## src/rtl/core/wtsd_pkg.sv

```systemverilog
`timescale 1ns / 1ps
// Package for the weighted tardiness subset DP block.
// Field widths, cost constants and the controller/datapath command and status structs.
package wtsd_pkg;

  localparam int TIME_W   = 8;
  localparam int WEIGHT_W = 8;
  localparam int DUE_W    = 16;
  localparam int COST_W   = 32;

  localparam logic [COST_W-1:0] COST_INF = {COST_W{1'b1}};

  typedef struct packed {
    logic load_job;
    logic start;
    logic acc_total;
    logic best_init;
    logic k_step;
    logic rd_issue;
    logic mul_en;
    logic acc_best;
    logic wr_cost;
    logic set_step;
    logic out_load;
  } wtsd_cmd_t;

  typedef struct packed {
    logic k_last;
    logic k_member;
    logic set_last;
    logic out_busy;
  } wtsd_sts_t;

endpackage

```

## src/rtl/core/wtsd_ctrl.sv

```systemverilog
`timescale 1ns / 1ps
// Sequencer for the subset DP: job load, per-set time sum, per-member update, result hand-off.
// Depends on wtsd_pkg.
module wtsd_ctrl
  import wtsd_pkg::*;
(
  input  logic      clk,
  input  logic      rst_n,
  input  logic      in_valid,
  input  logic      in_last_job,
  output logic      in_ready,
  input  wtsd_sts_t sts,
  output wtsd_cmd_t cmd
);

  typedef enum logic [7:0] {
    S_LOAD = 8'b0000_0001,
    S_INIT = 8'b0000_0010,
    S_SUM  = 8'b0000_0100,
    S_RD   = 8'b0000_1000,
    S_MUL  = 8'b0001_0000,
    S_ACC  = 8'b0010_0000,
    S_WR   = 8'b0100_0000,
    S_FIN  = 8'b1000_0000
  } state_t;

  state_t state_r, state_nxt;

  always_ff @(posedge clk) begin
    if (!rst_n) begin
      state_r <= S_LOAD;
    end else begin
      state_r <= state_nxt;
    end
  end

  always_comb begin
    state_nxt = state_r;
    cmd       = '0;
    in_ready  = 1'b0;
    unique case (state_r)
      S_LOAD: begin
        in_ready = 1'b1;
        if (in_valid) begin
          cmd.load_job = 1'b1;
          if (in_last_job) begin
            state_nxt = S_INIT;
          end
        end
      end
      S_INIT: begin
        cmd.start = 1'b1;
        state_nxt = S_SUM;
      end
      S_SUM: begin
        cmd.acc_total = 1'b1;
        cmd.k_step    = 1'b1;
        if (sts.k_last) begin
          cmd.best_init = 1'b1;
          state_nxt     = S_RD;
        end
      end
      S_RD: begin
        if (sts.k_member) begin
          cmd.rd_issue = 1'b1;
          state_nxt    = S_MUL;
        end else begin
          cmd.k_step = 1'b1;
          if (sts.k_last) begin
            state_nxt = S_WR;
          end
        end
      end
      S_MUL: begin
        cmd.mul_en = 1'b1;
        state_nxt  = S_ACC;
      end
      S_ACC: begin
        cmd.acc_best = 1'b1;
        cmd.k_step   = 1'b1;
        state_nxt    = sts.k_last ? S_WR : S_RD;
      end
      S_WR: begin
        cmd.wr_cost = 1'b1;
        if (sts.set_last) begin
          state_nxt = S_FIN;
        end else begin
          cmd.set_step = 1'b1;
          state_nxt    = S_SUM;
        end
      end
      S_FIN: begin
        if (!sts.out_busy) begin
          cmd.out_load = 1'b1;
          state_nxt    = S_LOAD;
        end
      end
      default: begin
        state_nxt = S_LOAD;
      end
    endcase
  end

endmodule

```

## config.mk

```make
export PLATFORM = sky130hd
export DESIGN_NAME = wtsd_ctrl
export DESIGN_NICKNAME = d
export VERILOG_FILES = /design/src/rtl/core/wtsd_pkg.sv /design/src/rtl/core/wtsd_ctrl.sv
export SDC_FILE = /design/constraint.sdc
export NUM_CORES = 1
export LEC_CHECK = 0
export BUFFER_PORTS_ARGS = -buffer_cell sky130_fd_sc_hd__buf_2
export CORE_AREA = 2 2 39 41
export CTS_CLUSTER_SIZE = 28
export DETAILED_ROUTE_END_ITERATION = 8
export DIE_AREA = 0 0 41 43
export GPL_TIMING_DRIVEN = 0
export PLACE_DENSITY = 0.8
export SYNTH_ARGS = -nofsm -noshare
export SYNTH_HDL_FRONTEND = slang
export SYNTH_SLANG_ARGS = --single-unit
```

## constraint.sdc

```tcl
create_clock -name clk -period 2.4 [get_ports clk]
set_input_delay 0.12 -clock clk [delete_from_list [all_inputs] [get_ports clk]]
set_output_delay 0.12 -clock clk [all_outputs]
set_load 0.02 [all_outputs]
```

==> flow_summary.yaml <==
place:
  gp_congestion: 0.8554
  dp_hpwl_mm: 1.166
  io_buffers: 19
  post-place-ws_ps: 602.7
  place_inst: 118
synth:
  synth.top_cell.area_share_pct: 23.84
  synth_area_leader_cell: "dfxtp_1"
  synth.distinct_cells: 39
  syn_inst: 83
  yosysSeqAreaShare_pct: 23.84
  synth_edf_count: 0
  avgSynthCellArea_sq_um: 8.095
  synthFlopType: "dfxtp_1"
  ys_ff_latch: 8
  netlist_top_cells_area: "dfxtp_1, nand2_1, inv_1, nor2_1, o2111ai_4"
  async_flop_share_pct: 0
  synth_nets: 91
  yosys_warnings: 0
  synthesis.area_sq_um: 671.9
global_route:
  grt_overflow: 0
  grt_pass1_vias: 584
  grt_usage_pct: 20.42
  antenna_found_initial: 0
  grt_max_degree: 11
  grt_first_pass_wirelength_mm: 2.470
sta:
  maxSlewViolCount: 0
  fmax_mhz: 477.6
  rsz0062_at_grt: "false"
  worst_slack_ps: 306.3
  tightest_slew_ps: 483.1
  finalCritPeriodShare_pct: 87.24
  relSlewSlack_pct: 67.55
  finalHoldViolCount: 0
  finClkSkew_ps: 1.418
  setup-violations-final: 0
  hold_ws_ps: 114.2
  period_needed_ps: 2094
  fin_tns_setup_ps: 0
routing:
  wl_per_cell_um: 12.88
  viasPerCell: 5.917
  drc: 0
  drt-total-wl_mm: 1.559
  ant_nets: 0
  detail_route.first_pass.iterations: 4
  num_vias: 716
  drtIter0Drc: 31
finish:
  regMostFlops: "state_r"
  reg_top3: "state_r: 8 flops"
  diodes: 0
  largest_reg_flops: 8
  nNetsFinal: 115
  syn2layout_area_growth_pct: 20.48
  final_cells: 121
  post_route_cells_drive_above_1_share_pct: 31.43
run_status:
  status: "finished, final reports clean"
cts:
  postCtsSetupRepairBufs: 0
  cts_tree: "done"
  clkTransAtPathRegs_ps: 60
  post_cts_resized: 0
  holdBufCountCts: 0
  clock_latency_ps: 260
  clock_sinks: 8
  cts_htree_levels: 1
  cts_root_buf: "clkbuf_4"
  cts_buffer_depth: 2
  cts_buffers: 3
die:
  die_area_sq_um: 1763
  coreArea_sq_um: 1384
  ios: 20
  initial_core_util_pct: 48.55
  core.rowCount: 14
  die_h_um: 43
  die_w_um: 41
power_and_ir_drop:
  total_power_mw: 0.4627
  pwr_density_cell_nw_per_um2: 571.5
  p_leak_nw: 0.3407
  ir_drop_uv: 341.3
critical_path:
  critPathKind: "flop to output port"
  critPathTopFamily: "simple AND/OR/NAND/NOR gates"
  arrival_ps: 1970
  cp.required_ps: 2280
  timing.critical_path.from: "state_r[3]"
  crit_path_end_kind: "output port"
  slowest_stage: "or3_4"
  critPathCapture: "cmd[0]"
  rr_startpoint: "state_r[3]"
  cp-start-kind: "flop"
  critPathMaxFanout: 10
  r2r_cells: 6
  r2r_slack_ps: 640
  r2r_end: "state_r[6]"
  critPathBufInv: 2
  slowest_delay_ps: 370
  path_cells: "buf_4 > nor4_4 > nand2_1 > or3_4 > nor3b_1 > buf_2"
  cp.depth: 6
worst_hold_path:
  hold_path_class: "input pin to flop"
job:
  cap_violations: 0
==> stage by stage <==
step,area (sq um),utilization (%)
2_1_floorplan,671.9,-
3_3_place_gp,787.0,56.87
3_5_place_dp,787.0,56.87
4_1_cts,809.5,58.50
5_1_grt,809.5,58.50
6_report,809.5,58.50
==> synth_stat cells, types with 2 or more instances <==
library cell	count
dfxtp_1	8
nand2_1	8
inv_1	7
nor2_1	7
nor3_1	5
o21ai_0	4
nand2b_1	3
nor3b_1	3
nor4_1	3
a21oi_1	2
and2_1	2
and3_1	2
buf_2	2
o22a_1	2
==> worst reg2reg max path: stages, from the launching register on <==
cell and delay, ps:
dfxtp_1 340, buf_4 180, nor4_4 330, nand2_1 110, or3_4 370, o211ai_2 230
nor4_1 80
==> worst min-delay path by stage <==
| stage | from | end | slack, ps | cells after the start |
|---|---|---|---|---|
| finish | rst_n | state_r[2] | 110 | 2 |
| global route | rst_n | state_r[2] | 120 | 2 |
| CTS | rst_n | state_r[2] | 120 | 2 |
| detailed placement | rst_n | state_r[2] | 390 | 2 |
| global placement | rst_n | state_r[2] | 390 | 2 |
| floorplan | rst_n | state_r[2] | 250 | 1 |
==> report_power, final <==
group	total, mW	switching, mW	internal, mW
clock	0.111	0.0528	0.0577
sequential	0.161	0.0185	0.143
combinational	0.191	0.111	0.0792
total	0.463	0.183	0.280
==> cells by family after synthesis <==
| family | after synthesis | share of synthesized area, % |
|---|---|---|
| and+or+nand+nor | 43 | 40.97 |
| AOI/OAI and AO/OA | 20 | 25.70 |
| buffers and inverters | 11 | 8.195 |
| DFF | 8 | 23.84 |
| xor gates and xnor gates | 1 | 1.304 |
==> cell usage in the layout, fill, tap and decap left out, types with 2 or more instances in the layout <==
cell / synthesis / final
a21oi_1: 2 / 2
and2_1: 2 / 2
and3_1: 2 / 2
buf_2: 2 / 21
clkbuf_4: 0 / 3
dfxtp_1: 8 / 8
inv_1: 7 / 7
nand2_1: 8 / 8
nand2b_1: 3 / 3
nor2_1: 7 / 7
nor3_1: 5 / 5
nor3b_1: 3 / 3
nor4_1: 3 / 3
o21ai_0: 4 / 4
o22a_1: 2 / 2
==> routing by layer <==
metal	GRT usage [%]	part of all wire [%]	wire length [um]	vias to the layer above
li1	-	-	-	354
met1	30.10	47	728	327
met2	27.81	45	705	30
met3	3.141	6.0	93	5
met4	10.00	2.0	31	0
met5	0	0	0	-
==> area by class of cell <==
class	instances	area [sq um]
fill	126	574.3
clock buffer	3	22.52
inverter	7	26.28
multi-input combinational	64	456.7
tap	16	20.02
buffer	4	28.78
sequential	8	160.2
timing repair buffer	19	95.09
No activity file was read; power rests on OpenSTA's default activity.
